`src/hdl/tmba_pkg.sv`:
```
// ----------------------------------------------------------------------------
// tmba_pkg: shared types, constants and tables
// tanh segment table, register indexes and fixed widths of the curve parameter
// ----------------------------------------------------------------------------
package tmba_pkg;

  localparam int DEFAULT_DATA_WIDTH = 16;

  // integer bits of the Q4.F input and point format
  localparam int INT_BITS = 4;
  // segment step is 0.25, two bits below the binary point
  localparam int SEG_FRAC_DROP = 2;

  localparam int NUM_SEGS = 16;
  localparam int SEG_IDX_WIDTH = 5;    // table index 0..16
  localparam int MAG_IDX_WIDTH = 6;    // |x| / 0.25 reaches 32 for the most negative x
  localparam int T_WIDTH = 16;         // unsigned Q0.16
  localparam int DIFF_WIDTH = 15;      // largest table step is 16051

  localparam logic [T_WIDTH:0] ONE_Q16 = 17'h10000;

  localparam int CFG_INDEX_WIDTH = 2;

  typedef enum logic [CFG_INDEX_WIDTH-1:0] {
    REG_POINT_ZERO  = 2'd0,
    REG_POINT_ONE   = 2'd1,
    REG_POINT_TWO   = 2'd2,
    REG_POINT_THREE = 2'd3
  } cfg_reg_t;

  // tanh(k/4) in Q0.16, k = 0..16; codes past the table read the last entry
  function automatic logic [T_WIDTH-1:0] tanh_lut(input logic [SEG_IDX_WIDTH-1:0] k);
    logic [T_WIDTH-1:0] v;
    unique case (k)
      5'd0:    v = 16'd0;
      5'd1:    v = 16'd16051;
      5'd2:    v = 16'd30285;
      5'd3:    v = 16'd41625;
      5'd4:    v = 16'd49913;
      5'd5:    v = 16'd55593;
      5'd6:    v = 16'd59320;
      5'd7:    v = 16'd61694;
      5'd8:    v = 16'd63179;
      5'd9:    v = 16'd64096;
      5'd10:   v = 16'd64659;
      5'd11:   v = 16'd65003;
      5'd12:   v = 16'd65212;
      5'd13:   v = 16'd65339;
      5'd14:   v = 16'd65417;
      5'd15:   v = 16'd65464;
      default: v = 16'd65492;
    endcase
    return v;
  endfunction

endpackage

```
`src/hdl/tmba_lerp.sv`:
```
// ----------------------------------------------------------------------------
// tmba_lerp: registered linear interpolation
// y = a + floor((b - a) * t / 2^16), always between a and b
// ----------------------------------------------------------------------------
module tmba_lerp #(
  parameter int DATA_WIDTH = tmba_pkg::DEFAULT_DATA_WIDTH
) (
  input  logic                         clk,
  input  logic signed [DATA_WIDTH-1:0] a,
  input  logic signed [DATA_WIDTH-1:0] b,
  input  logic [tmba_pkg::T_WIDTH-1:0] t,
  output logic signed [DATA_WIDTH-1:0] y
);
  import tmba_pkg::*;

  logic signed [DATA_WIDTH:0]           diff;
  logic signed [DATA_WIDTH+T_WIDTH+1:0] prod;
  logic signed [DATA_WIDTH+1:0]         step;
  logic signed [DATA_WIDTH+1:0]         sum;

  always_comb begin
    diff = {b[DATA_WIDTH-1], b} - {a[DATA_WIDTH-1], a};
    prod = diff * $signed({1'b0, t});
    // dropping the low bits of a signed product is a floor
    step = prod[DATA_WIDTH+T_WIDTH+1:T_WIDTH];
    sum  = {{2{a[DATA_WIDTH-1]}}, a} + step;
  end

  always_ff @(posedge clk) begin
    y <= sum[DATA_WIDTH-1:0];
  end

endmodule

```
`config.mk`:
```
export PLATFORM = sky130hd
export DESIGN_NAME = tmba_lerp
export DESIGN_NICKNAME = d
export VERILOG_FILES = /design/src/hdl/tmba_pkg.sv /design/src/hdl/tmba_lerp.sv
export SDC_FILE = /design/constraint.sdc
export NUM_CORES = 1
export LEC_CHECK = 0
export BUFFER_PORTS_ARGS = -buffer_cell sky130_fd_sc_hd__clkbuf_2
export CORE_MARGIN = 2
export CORE_UTILIZATION = 30
export CTS_BUF_LIST = sky130_fd_sc_hd__clkbuf_4
export DETAILED_ROUTE_END_ITERATION = 6
export PLACE_DENSITY = 0.57
export SYNTH_ARGS = -nofsm -noshare
export SYNTH_HDL_FRONTEND = slang
export SYNTH_SLANG_ARGS = --single-unit
```
`constraint.sdc`:
```
create_clock -name clk -period 10.45 [get_ports clk]
set_input_delay 2.09 -clock clk [delete_from_list [all_inputs] [get_ports clk]]
set_output_delay 2.09 -clock clk [all_outputs]
set_load 0.03 [all_outputs]
```
==> impl_metrics.prom <==
# TYPE chip_impl_metric gauge
chip_impl_info{name="result_of_the_run",value="finished with violations"} 1
chip_impl_info{name="violations",value="setup timing"} 1
chip_impl_metric{name="core-area",unit="sq mm"} 0.04055
chip_impl_info{name="synth_top_cells_by_area",value="sky130_fd_sc_hd__fa_1, sky130_fd_sc_hd__ha_1, sky130_fd_sc_hd__inv_1"} 1
chip_impl_info{name="yosysTopAreaCell",value="sky130_fd_sc_hd__fa_1"} 1
chip_impl_info{name="synthMostInstantiatedCell",value="sky130_fd_sc_hd__inv_1"} 1
chip_impl_metric{name="first_global_vias",unit=""} 10440
chip_impl_metric{name="max_freq",unit="MHz"} 95.22
chip_impl_metric{name="count_of_unique_library_cells_instantiated_by_yosys",unit=""} 62
chip_impl_metric{name="cts_made_buffers",unit=""} 3
chip_impl_metric{name="worstPathMaxFanout",unit=""} 4
chip_impl_metric{name="min_period",unit="ns"} 10.50
chip_impl_metric{name="final_estimated_routing_congestion_in_global_placement",unit=""} 0.8247
chip_impl_metric{name="grtUsageTotal",unit="%"} 15.81
chip_impl_metric{name="synth_area",unit="sq mm"} 0.01226
chip_impl_info{name="worstSetupStartpointType",value="input pin"} 1
chip_impl_metric{name="worst_hold_path.num_cells",unit=""} 3
chip_impl_metric{name="clock_path_buffers",unit=""} 2
chip_impl_info{name="cts_tree",value="built"} 1
chip_impl_metric{name="async_flop_share",unit="%"} 0
chip_impl_metric{name="drt_iter0_drc",unit=""} 449
chip_impl_metric{name="via_count",unit=""} 9827
chip_impl_info{name="top_regs",value="y x16"} 1
chip_impl_info{name="synth_top_cells_by_count",value="sky130_fd_sc_hd__inv_1, sky130_fd_sc_hd__fa_1, sky130_fd_sc_hd__nand2_1"} 1
chip_impl_metric{name="synth_simple_gate_area_share",unit="%"} 16.23
chip_impl_metric{name="synthCells",unit=""} 1427
chip_impl_metric{name="max_cap_violations",unit=""} 0
chip_impl_metric{name="final_net_count",unit=""} 2055
chip_impl_metric{name="critPathMaxStageDelay",unit="ns"} 0.54
chip_impl_metric{name="setup_viol",unit=""} 1
chip_impl_metric{name="final_hold_slack",unit="ns"} 2.099
chip_impl_metric{name="crit_buf_inv",unit=""} 11
chip_impl_metric{name="fraction_of_layout_instances_using_a_drive_strength_above_1",unit="%"} 22.12
chip_impl_metric{name="yosys.area_share.adder",unit="%"} 55.25
chip_impl_metric{name="antenna_found_initial",unit=""} 1
chip_impl_metric{name="synth.ff_latch_count",unit=""} 16
chip_impl_metric{name="area.growth.synth_to_final",unit="%"} 21.48
chip_impl_info{name="synth_ff_type",value="sky130_fd_sc_hd__dfxtp_1"} 1
chip_impl_metric{name="layout_setup_ws",unit="ns"} -0.05160
chip_impl_metric{name="place.detailed.hpwl",unit="mm"} 27.87
chip_impl_metric{name="detail_route.drc_violations",unit=""} 0
chip_impl_metric{name="avgSynthCellArea",unit="sq um"} 8.589
chip_impl_info{name="largest-register",value="y"} 1
chip_impl_info{name="synth_top_family_by_area",value="adder cells"} 1
chip_impl_metric{name="top_level_ports",unit=""} 65
chip_impl_info{name="rsz0062_at_grt",value="true"} 1
chip_impl_metric{name="numPortBuffers",unit=""} 64
chip_impl_metric{name="clock_sink_count",unit=""} 16
chip_impl_info{name="crit_path_max_delay_cell_type",value="sky130_fd_sc_hd__fa_1"} 1
chip_impl_metric{name="timing.slew.headroom",unit="%"} 61.53
chip_impl_info{name="worst_path_dominant_cell_family",value="adder cells"} 1
chip_impl_metric{name="die_h",unit="um"} 206.1
chip_impl_info{name="worst-setup-path-type",value="in2reg"} 1
chip_impl_metric{name="synthesis.yosys.warnings",unit=""} 0
chip_impl_metric{name="dp_worst_setup_slack",unit="ns"} -0.7840
chip_impl_metric{name="period_share",unit="%"} 100.5
chip_impl_metric{name="crit_arrival",unit="ns"} 10.71
chip_impl_metric{name="finalWirelength",unit="mm"} 32.42
chip_impl_metric{name="initial_utilization",unit="%"} 30.22
chip_impl_info{name="cts_root_buffer",value="sky130_fd_sc_hd__clkbuf_4"} 1
chip_impl_metric{name="largest_reg_flops",unit=""} 16
chip_impl_metric{name="fillers",unit=""} 4128
chip_impl_metric{name="synth.area.mux_share",unit="%"} 0
chip_impl_metric{name="detailedRoute.firstPassIterationCount",unit=""} 5
chip_impl_metric{name="post_synthesis_compound_gate_area_fraction",unit="%"} 8.340
chip_impl_metric{name="post_synth_xor_area_fraction",unit="%"} 3.961
chip_impl_info{name="cp-end-kind",value="flop"} 1
chip_impl_metric{name="sequential_share_of_the_synthesized_area",unit="%"} 2.613
chip_impl_metric{name="die_area",unit="sq mm"} 0.04249
chip_impl_metric{name="cp_data_required_time",unit="ns"} 10.66
chip_impl_metric{name="tightest_slew",unit="ns"} 0.5770
chip_impl_metric{name="final_antenna_net_count",unit=""} 0
chip_impl_metric{name="ctsHtreeMaxLevel",unit=""} 1
chip_impl_metric{name="chipWidth",unit="um"} 206.1
chip_impl_metric{name="synth.top_cell.area_share",unit="%"} 43.61
chip_impl_metric{name="finalHoldViolCount",unit=""} 0
chip_impl_metric{name="grt.overflow.total",unit=""} 0
chip_impl_metric{name="synth_enable_flop_cells",unit=""} 0
chip_impl_metric{name="final_max_slew_viol_count",unit=""} 0
chip_impl_metric{name="mappedNetlistNets",unit=""} 1857
chip_impl_info{name="min_path_type",value="in2reg"} 1
chip_impl_metric{name="grt_start_max_net_pins",unit=""} 23
chip_impl_metric{name="worstSetupPathDepth",unit=""} 44
chip_impl_metric{name="floorplan.rows",unit=""} 74
chip_impl_metric{name="route.detailed.vias_per_inst",unit=""} 4.558
chip_impl_metric{name="clk_pin_slew",unit="ns"} 0.10
chip_impl_metric{name="first_pass_grt_wire_length",unit="mm"} 53.16
chip_impl_metric{name="wl_per_cell",unit="um"} 15.04
## per-layer routing
layer,up-vias,share of wire (%),GRT usage (%)
met5,-,0,0
met4,0,1.6,2.908
met3,42,3.0,1.482
met2,178,52,29.04
met1,4914,43,20.22
li1,4693,-,-
## worst min-delay path, cell delays in order
cell and delay, ns:
sky130_fd_sc_hd__buf_8 0.08, sky130_fd_sc_hd__buf_4 0.10, sky130_fd_sc_hd__ha_1 0.12
## path summary, 6_finish.rpt
path	slack, ns	startpoint	end
worst max-delay path	-0.05	a[2]	y[15]$_DFF_P_
worst min-delay path	2.10	a[0]	y[0]$_DFF_P_
## timing repair
item                       in CTS  in global routing
setup endpoints to repair       3                  6
pin swaps                      45                 47
hold buffers                    0                  0
buffers inserted                9                  8
resized for setup              35                 45
## logic make-up (layout without fill, tap and decap cells)
family	after synthesis	in the layout
buffers and inverters	441	637
AND/OR/NAND/NOR	396	396
adder cells (fa/ha/maj)	381	381
AO/OA/AOI/OAI	140	140
XOR/XNOR	53	53
flip-flops	16	16
other	0	1
## cell type report
type / instances / area [sq um] / area share [%]
inverters: 374 / 1404 / 9.429
multi-input cells: 970 / 10600 / 71.18
repair buffers: 260 / 1877 / 12.61
clock buffers: 3 / 22.52 / 0.1513
flip-flops and latches: 16 / 320.3 / 2.151
diodes: 1 / 2.502 / 0.01681
well taps: 532 / 665.6 / 4.471
## cells in the final DEF (no fill, tap or decap), drive strengths merged, types with 3 or more instances in the layout
master  count
dfxtp      16
nand3      47
and2       93
ha        114
o311a       3
xnor2      40
inv       374
a311oi      5
or3         7
o21bai      4
o211ai     25
a21o        9
nor4        3
nand2b     20
a31oi       6
o21a        4
clkbuf     64
fa        267
buf       199
nor3       13
a21oi      30
o311ai      9
nand2     132
nor2       38
or2         4
nor2b      22
and3       12
xor2       12
a211oi      8
o21ai      23
## through the flow
stage | setup TNS, ns | utilization [%] | cell area [sq um] | instances
6_report | -0.05160 | 36.71 | 14890 | 2156
5_1_grt | -1.865 | 36.71 | 14890 | 2155
4_1_cts | -0.1410 | 36.22 | 14690 | 2148
3_5_place_dp | -2.308 | 35.57 | 14430 | 2136
3_3_place_gp | -1.810 | 35.57 | 14430 | 2136
2_1_floorplan | 0 | - | 12340 | 1427
Power is left out: the tool's default activity adds up to more than one toggle a clock period on the data nets, which glitch-free logic cannot reach.
