$ cat config.mk
export PLATFORM = sky130hd
export DESIGN_NAME = tmba_param_map
export DESIGN_NICKNAME = d
export VERILOG_FILES = /design/src/hdl/tmba_pkg.sv /design/src/hdl/tmba_param_map.sv
export SDC_FILE = /design/constraint.sdc
export NUM_CORES = 1
export LEC_CHECK = 0
export BUFFER_PORTS_ARGS = -buffer_cell sky130_fd_sc_hd__buf_2
export CAP_MARGIN = 5
export CORE_MARGIN = 5
export CORE_UTILIZATION = 45
export DETAILED_ROUTE_END_ITERATION = 8
export GPL_TIMING_DRIVEN = 0
export HOLD_SLACK_MARGIN = 0.06
export PLACE_DENSITY_LB_ADDON = 0.3
export SLEW_MARGIN = 25
export SYNTH_ARGS = -nofsm -noshare
export SYNTH_HDL_FRONTEND = slang
export SYNTH_SLANG_ARGS = --single-unit
$ cat constraint.sdc
create_clock -name clk -period 16.9 [get_ports clk]
set_input_delay 0.845 -clock clk [delete_from_list [all_inputs] [get_ports clk]]
set_output_delay 0.845 -clock clk [all_outputs]
set_load 0.1 [all_outputs]
$ cat src/hdl/tmba_pkg.sv
// ----------------------------------------------------------------------------
// tmba_pkg: shared types, constants and tables
// tanh segment table, register indexes and fixed widths of the curve parameter
// ----------------------------------------------------------------------------
package tmba_pkg;

  localparam int DEFAULT_DATA_WIDTH = 16;

  // integer bits of the Q4.F input and point format
  localparam int INT_BITS = 4;
  // segment step is 0.25, two bits below the binary point
  localparam int SEG_FRAC_DROP = 2;

  localparam int NUM_SEGS = 16;
  localparam int SEG_IDX_WIDTH = 5;    // table index 0..16
  localparam int MAG_IDX_WIDTH = 6;    // |x| / 0.25 reaches 32 for the most negative x
  localparam int T_WIDTH = 16;         // unsigned Q0.16
  localparam int DIFF_WIDTH = 15;      // largest table step is 16051

  localparam logic [T_WIDTH:0] ONE_Q16 = 17'h10000;

  localparam int CFG_INDEX_WIDTH = 2;

  typedef enum logic [CFG_INDEX_WIDTH-1:0] {
    REG_POINT_ZERO  = 2'd0,
    REG_POINT_ONE   = 2'd1,
    REG_POINT_TWO   = 2'd2,
    REG_POINT_THREE = 2'd3
  } cfg_reg_t;

  // tanh(k/4) in Q0.16, k = 0..16; codes past the table read the last entry
  function automatic logic [T_WIDTH-1:0] tanh_lut(input logic [SEG_IDX_WIDTH-1:0] k);
    logic [T_WIDTH-1:0] v;
    unique case (k)
      5'd0:    v = 16'd0;
      5'd1:    v = 16'd16051;
      5'd2:    v = 16'd30285;
      5'd3:    v = 16'd41625;
      5'd4:    v = 16'd49913;
      5'd5:    v = 16'd55593;
      5'd6:    v = 16'd59320;
      5'd7:    v = 16'd61694;
      5'd8:    v = 16'd63179;
      5'd9:    v = 16'd64096;
      5'd10:   v = 16'd64659;
      5'd11:   v = 16'd65003;
      5'd12:   v = 16'd65212;
      5'd13:   v = 16'd65339;
      5'd14:   v = 16'd65417;
      5'd15:   v = 16'd65464;
      default: v = 16'd65492;
    endcase
    return v;
  endfunction

endpackage

$ cat src/hdl/tmba_param_map.sv
// ----------------------------------------------------------------------------
// tmba_param_map: input to curve parameter
// two stages: table lookup, then interpolation and mapping t = (tanh(x)+1)/2
// ----------------------------------------------------------------------------
module tmba_param_map #(
  parameter int DATA_WIDTH = tmba_pkg::DEFAULT_DATA_WIDTH
) (
  input  logic                             clk,
  input  logic                             rst,
  input  logic                             in_valid,
  input  logic signed [DATA_WIDTH-1:0]     x_value,
  output logic                             out_valid,
  output logic [tmba_pkg::T_WIDTH-1:0]     t_out
);
  import tmba_pkg::*;

  localparam int SEG_SHIFT = DATA_WIDTH - INT_BITS - SEG_FRAC_DROP;

  // stage 1 combinational
  logic [DATA_WIDTH-1:0]    mag;
  logic [MAG_IDX_WIDTH-1:0] idx;
  logic                     sat;
  logic [T_WIDTH-1:0]       lo_next;
  logic [T_WIDTH-1:0]       hi_next;
  logic [T_WIDTH-1:0]       step_next;

  // stage 1 registers
  logic                     valid1;
  logic                     neg1;
  logic [T_WIDTH-1:0]       lo1;
  logic [DIFF_WIDTH-1:0]    diff1;
  logic [SEG_SHIFT-1:0]     frac1;

  // stage 2 combinational
  logic [DIFF_WIDTH+SEG_SHIFT-1:0] prod;
  logic [T_WIDTH-1:0]              th;
  logic [T_WIDTH:0]                t_sum;

  always_comb begin
    mag = x_value[DATA_WIDTH-1] ? (~x_value + 1'b1) : x_value;
    idx = mag[DATA_WIDTH-1:SEG_SHIFT];
    sat = idx[MAG_IDX_WIDTH-1] | idx[MAG_IDX_WIDTH-2];
    lo_next = tanh_lut(idx[SEG_IDX_WIDTH-1:0]);
    hi_next = tanh_lut(idx[SEG_IDX_WIDTH-1:0] + 1'b1);
    if (sat) begin
      lo_next = tanh_lut(SEG_IDX_WIDTH'(NUM_SEGS));
      hi_next = lo_next;
    end
    step_next = hi_next - lo_next;
  end

  always_ff @(posedge clk) begin
    if (rst) begin
      valid1 <= 1'b0;
    end else begin
      valid1 <= in_valid;
    end
    neg1  <= x_value[DATA_WIDTH-1];
    lo1   <= lo_next;
    diff1 <= step_next[DIFF_WIDTH-1:0];
    frac1 <= mag[SEG_SHIFT-1:0];
  end

  always_comb begin
    prod  = DIFF_WIDTH'(diff1) * (DIFF_WIDTH+SEG_SHIFT)'(frac1);
    th    = lo1 + T_WIDTH'(prod[DIFF_WIDTH+SEG_SHIFT-1:SEG_SHIFT]);
    t_sum = neg1 ? (ONE_Q16 - {1'b0, th}) : (ONE_Q16 + {1'b0, th});
  end

  always_ff @(posedge clk) begin
    if (rst) begin
      out_valid <= 1'b0;
    end else begin
      out_valid <= valid1;
    end
    t_out <= t_sum[T_WIDTH:1];
  end

endmodule

==> results of run 1 <==
final cells by class:
type | count | area (sq um)
plain buffers | 36 | 143.9
clock buffers | 9 | 225.2
clock inverters | 7 | 101.3
fillers | 1816 | 9335
inverters | 158 | 593.1
multi-input cells | 762 | 6638
flip-flops and latches | 60 | 1201
well taps | 234 | 292.8
repair buffers | 35 | 175.2
state kept, by name (all words and copies together), names as in the netlist:
name	cells
neg1	1
out_valid	1
diff1	15
t_out	16
frac1	10
valid1	1
lo1	16
worst reg2reg max path: cells and delay by family (launching register included):
kind	cells	cell delay [ns]
compound gates	11	3.32
xor+xnor	2	0.33
fa+ha+maj	7	3.29
buf+inv	4	0.63
flops	1	0.48
simple gates	4	0.58
per-stage QoR:
| step | setup slack [ns] | utilization | hold slack, ns |
|---|---|---|---|
| after CTS | 8.174 | 0.5009 | 0.4489 |
| after detailed placement | 8.241 | 0.4835 | 0.4377 |
| final | 8.172 | 0.5009 | 0.4466 |
| after floorplan | 9.441 | - | 0.4138 |
| after global placement | 8.255 | 0.4835 | 0.4204 |
| after global routing | 7.581 | 0.5009 | 0.4649 |
kinds of logic after synthesis:
kind of cell,count (synthesis),synth area share
flip-flops,60,0.1401
XOR/XNOR,70,0.07324
adder cells (fa/ha/maj),202,0.3849
AND/OR/NAND/NOR,344,0.1964
AO/OA/AOI/OAI,145,0.1169
buffers and inverters,194,0.08593
multiplexers,1,0.002626
cells in the final DEF (no fill, tap or decap), types with 4 or more instances in the layout:
| master | n |
|---|---|
| a211o_1 | 5 |
| a211oi_1 | 4 |
| a21boi_0 | 5 |
| a21o_1 | 9 |
| a21oi_1 | 27 |
| a31oi_1 | 6 |
| and2_1 | 71 |
| and3_1 | 10 |
| buf_2 | 36 |
| clkbuf_1 | 32 |
| clkbuf_16 | 9 |
| dfxtp_1 | 60 |
| fa_1 | 103 |
| ha_1 | 99 |
| inv_1 | 156 |
| nand2_1 | 132 |
| nand2b_1 | 11 |
| nand3_1 | 11 |
| nor2_1 | 57 |
| nor2b_1 | 9 |
| nor3_1 | 16 |
| o211ai_1 | 4 |
| o21a_1 | 11 |
| o21ai_0 | 34 |
| o221ai_1 | 4 |
| o41ai_1 | 5 |
| or2_2 | 6 |
| or3_1 | 6 |
| xnor2_1 | 49 |
| xor2_1 | 19 |
metal layers:
layer	vias up	GRT usage
met2	174	0.3049
met1	3262	0.2614
met3	37	0.03587
met5	-	0
li1	3351	-
met4	0	0.06282
worst min-delay path by stage:
stage / endpoint / slack, ns / cells past startpoint
floorplan: out_valid$_SDFF_PP0_ / 0.41 / 1
global placement: out_valid$_SDFF_PP0_ / 0.42 / 1
detailed placement: out_valid$_SDFF_PP0_ / 0.44 / 1
CTS: out_valid$_SDFF_PP0_ / 0.45 / 1
global route: out_valid$_SDFF_PP0_ / 0.46 / 1
finish: out_valid$_SDFF_PP0_ / 0.45 / 1
==> results.md, run 1 <==
* register — type of element launching the critical path
* 148.0 um — die width
* 1.049 ns — worst slew pin tran
* 0 — Hold Vio Cnt, Final
* 8.99 ns — worst endpoint data arrival time
* 114.6 MHz — achievable clock frequency
* 0.9156 — Placer Congestion
* 0 ns — setup TNS after final layout
* 16.26 mm — DPL Wire Length
* 0.1401 — portion of the post-synthesis area used by sequential elements
* 0 — Post-CTS Setup Inserts
* 0 — Synthesis Warnings
* 6,897 — vias in the first global route
* false — RSZ-0062 raised after global routing
* 35 — count of buffers inserted at the top-level ports
* frac1[9]$_DFF_P_ — startpoint of the lowest-slack register-to-register path
* 6 — drt pass-1 iters
* 2 — maximum count of clock buffers along a single path
* 8576 sq um — cell area after synthesis
* 5.245 — routed via count divided by cell count
* 0.4585 — starting utilization of the core area
* 0.2956 — Max-Slew Margin vs Limit
* 9.112 mm — Met2 Wirelength
* clkbuf_16 — Clock Root Buffer
* register to register — Crit Path Category
* 33.80 mm — wire length of the first global-routing pass
* fa_1 — largest area contributor in the synthesized netlist
* 21,920 sq um — floorplan die area
* 8.441 sq um — post-synthesis average cell area
* fa_1 — slowest library cell on the worst path
* 0 — number of nets with antenna violations after routing
* register to register — Hold Crit Class
* 0 — count of hold buffers inserted by post-cts repair
* 3 — H-tree level count
* 15.32 um — routed length per instance
* 13 — maximum number of pins on one net before global-route repair
* 0 — number of antenna violations at the first check in global routing
* 50 — standard-cell row count
* 0 — number of remaining DRC errors
* 8.17 ns — minimum setup slack among reg-to-reg paths
* yes — clock tree from TritonCTS
* 10 — largest fanout of any net on the critical path
* 9370 sq um — post-route cell area
* t_out[14]$_DFF_P_ — critical path endpoint
* 64 — number of library cell types mapped by synthesis
* 0 — max-slew violation count
* 0.1907 — GRT Resource Usage Total
* 36 — io pins
* 0.05 ns — CTS clk-pin slew, worst paths
* 17.16 ns — Worst EP required
* valid1$_SDFF_PP0_ — start point of the worst hold path
* fa_1 — dominant cell type by count on the critical path
* 0 — antenna diode count
* 1,285 — # placed instances
* 0.5165 — period utilisation layout
* 9 — Num CTS Buffers
* dfxtp_1 — dominant register cell in the synthesized netlist
* 0 — Async S/R FF share, synth
* 9.265% — area grow syn2layout
* 60 — number of register bits inferred by synthesis
* compound AO/OA/AOI/OAI gates — CP delay by family, top
* 377 — count of routing violations after the opening detailed-route iteration
* 148.0 um — die height
* met4 — highest metal used
* fa_1, ha_1, dfxtp_1 — Synth area leaders
* 60 — CTS Sinks
* 6,824 — vias after detailed routing
* 0.2404 — post-synth top area share
* t_out[14]$_DFF_P_ — Worst R2R End
* 0 — number of enable-type register cells in the synthesized netlist
* 4 — buffers plus inverters on the worst setup path
* 0.56 ns — slowest cell delay on critical path
* 0 — number of instances resized during post-cts repair
* 0 — global route overflow
* inv_1 — cell with the most instances after synthesis
* 0.34 ns — source-to-sink clock delay at the later pin of the worst-skew pair
* 9044 sq um — DP Area
* inv_1, nand2_1, fa_1 — ranking of synthesized cells by instance count
* 1,016 — Gate Count Post-Synth
* 1,237 — Post-Syn Nets
* register — nature of the critical path endpoint
* 19.93 mm — sum of routed wire length over all layers
* 9.270 mm — wl on met1
* 28 — Worst path depth
* 1.094 mm — WL met3
* 0 — Setup Viol. Count Final
* completed — run status
* frac1[9]$_DFF_P_ — startpoint of the most critical setup path
* 0.004048 ns — Layout Skew
* 0.07123 — share of post-route cells with drive strength above 1
* 0 — max-cap violations
* 1,283 — Final Net Count
* 18,710 sq um — Core Area
* 1,301 — final instance count without filler cells
* 28 — R2R depth
* 8.728 ns — Final Critical Period
Power of run 1 is not shown: default switching activity piles up to over one toggle a cycle in this logic, so the estimate is an artifact.
==> run 2, diff against run 1 <==
clock period = 7.76 ns   (was 16.9 ns; I/O delays follow)
==> results.md, run 2 (same netlist as run 1, synthesis figures left out) <==
* 20.41 mm — sum of routed wire length over all layers, +2.4%
* 0 — count of hold buffers inserted by post-cts repair, unchanged
* 148.0 um — die width, unchanged
* 1.038 ns — worst slew pin tran, -0.01145 ns
* clkbuf_16 — Clock Root Buffer
* 0.35 ns — source-to-sink clock delay at the later pin of the worst-skew pair, about the same
* 0.1921 — GRT Resource Usage Total, +0.001361
* register to register — Crit Path Category
* 0 — global route overflow, unchanged
* 4 — drt pass-1 iters, -2
* 12.74% — area grow syn2layout
* register — type of element launching the critical path
* 0.3033 — Max-Slew Margin vs Limit, +0.007688
* 0 ns — setup TNS after final layout, unchanged
* fa_1 — slowest library cell on the worst path
* 6810 sq um — area used by multi-input combinational logic, +2.6%
* 0 — max-slew violation count, unchanged
* 34.07 mm — wire length of the first global-routing pass, +0.80%
* 1,288 — Final Net Count, +0.39%
* 36 — io pins, unchanged
* 6,933 — vias in the first global route, +0.52%
* 15.63 um — routed length per instance, +2.0%
* 35 — count of buffers inserted at the top-level ports, unchanged
* lo1 x16, t_out x16, diff1 x15 — registers with the highest flip-flop counts
* 0 — number of remaining DRC errors, unchanged
* 5.308 — routed via count divided by cell count, +1.2%
* 3 — H-tree level count, unchanged
* 7.76 ns — worst endpoint data arrival time, -1.23 ns
* 50 — standard-cell row count, unchanged
* 0 — antenna diode count, unchanged
* 9 — Num CTS Buffers, unchanged
* 2 — maximum count of clock buffers along a single path, unchanged
* 0.9641 — period utilisation layout, +0.4476
* inv_1 — most common cell after layout, fill and taps aside
* 0 — number of antenna violations at the first check in global routing, unchanged
* 0.4585 — starting utilization of the core area, unchanged
* 0.05 ns — CTS clk-pin slew, worst paths, about the same
* inv_1, nand2_1, fa_1, ha_1, and2_1 — most used cells in the layout excluding fill and tap cells
* 10 — largest fanout of any net on the critical path, unchanged
* 0 — Setup Viol. Count Final, unchanged
* 0.005029 ns — Layout Skew, +0.0009812 ns
* 1 — cell count of the worst hold path, unchanged
* 0.9156 — Placer Congestion, unchanged
* fa_1 — dominant cell type by count on the critical path
* register — nature of the critical path endpoint
* 0 — Hold Vio Cnt, Final, unchanged
* 0 — max-cap violations, unchanged
* 16.26 mm — DPL Wire Length, unchanged
* 434 — count of routing violations after the opening detailed-route iteration, +15%
* 0 — number of nets with antenna violations after routing, unchanged
* 6,932 — vias after detailed routing, +1.6%
* 21,920 sq um — floorplan die area, unchanged
* 7.481 ns — Final Critical Period, -1.247 ns
* 13 — maximum number of pins on one net before global-route repair, unchanged
* 1,772 — number of inserted filler cells in the final layout, -2.4%
* 60 — CTS Sinks, unchanged
* 133.7 MHz — achievable clock frequency, +17%
* 148.0 um — die height, unchanged
* input port to register — Hold Crit Class
* 0.56 ns — slowest cell delay on critical path, about the same
* 1227 sq um — footprint of the flip-flops and latches, +2.2%
* yes — clock tree from TritonCTS
* completed — run status
* 0.1297 — share of post-route cells with drive strength above 1, +0.05844
* 18,710 sq um — Core Area, unchanged
* 8.03 ns — Worst EP required, -9.13 ns
* 29 — R2R depth, +3.6%
[run 2: cell types whose count changed in the layout (fill, tap and decap cells not counted), moves of 3 or more]
cell      before  now
a21oi_1       27   19
a21oi_2        0    7
buf_4          2   18
clkbuf_1      32   17
dfxtp_1       60   45
dfxtp_2        0   12
dfxtp_4        0    3
o21ai_0       34   30
o21ai_1        1    4
[run 2: worst max-delay path: cells and delay by family (launching register included)]
kind	cells	cell delay (ns)
fa+ha+maj	7	3.31
compound gates	11	2.29
buf+inv	5	0.54
simple gates	4	0.53
flops	1	0.39
xor+xnor	2	0.30
[run 2: area by class of cell]
cell class | instances | area share
inverters | 158 | 0.06134
multi-input cells | 762 | 0.7044
repair buffers | 46 | 0.02666
well taps | 234 | 0.03028
plain buffers | 30 | 0.01657
clock inverters | 7 | 0.01048
flip-flops and latches | 60 | 0.1270
clock buffers | 9 | 0.02329
[run 2: worst paths after layout]
check                           slack, ns         startpoint                   end
worst min-delay path                 0.17         x_value[0]      frac1[0]$_DFF_P_
worst max-delay path                 0.28   frac1[9]$_DFF_P_     t_out[14]$_DFF_P_
worst max register to register       0.28   frac1[9]$_DFF_P_     t_out[14]$_DFF_P_
worst min register to register       0.45  valid1$_SDFF_PP0_  out_valid$_SDFF_PP0_
[run 2: repair_timing]
item | in CTS | in global routing
pin swaps | 2 | 17
resized for setup | 30 | 53
setup buffers | 2 | 9
endpoints found under the setup margin | 9 | 9
[run 2: routing by layer]
layer / GRT usage / part of all wire / vias up
met1: 0.2630 / 0.46 / 3367
li1: - / - / 3368
met3: 0.03525 / 0.050 / 36
met4: 0.06420 / 0.023 / 0
met5: 0 / 0 / -
met2: 0.3076 / 0.47 / 161
[run 2: stage by stage]
stage / instances / instance area (sq um) / hold WS [ns] / setup slack (ns) / util
after global placement: 1285 / 9044 / 0.4204 / -0.8851 / 0.4835
after floorplan: 1016 / 8576 / 0.4138 / 0.3014 / -
after CTS: 1301 / 9477 / 0.1612 / 0.004872 / 0.5066
after detailed placement: 1285 / 9044 / 0.4377 / -0.8987 / 0.4835
final: 1306 / 9668 / 0.1673 / 0.2788 / 0.5169
after global routing: 1306 / 9668 / 0.1642 / -0.08581 / 0.5169
Power of run 2 is left out for the same reason.
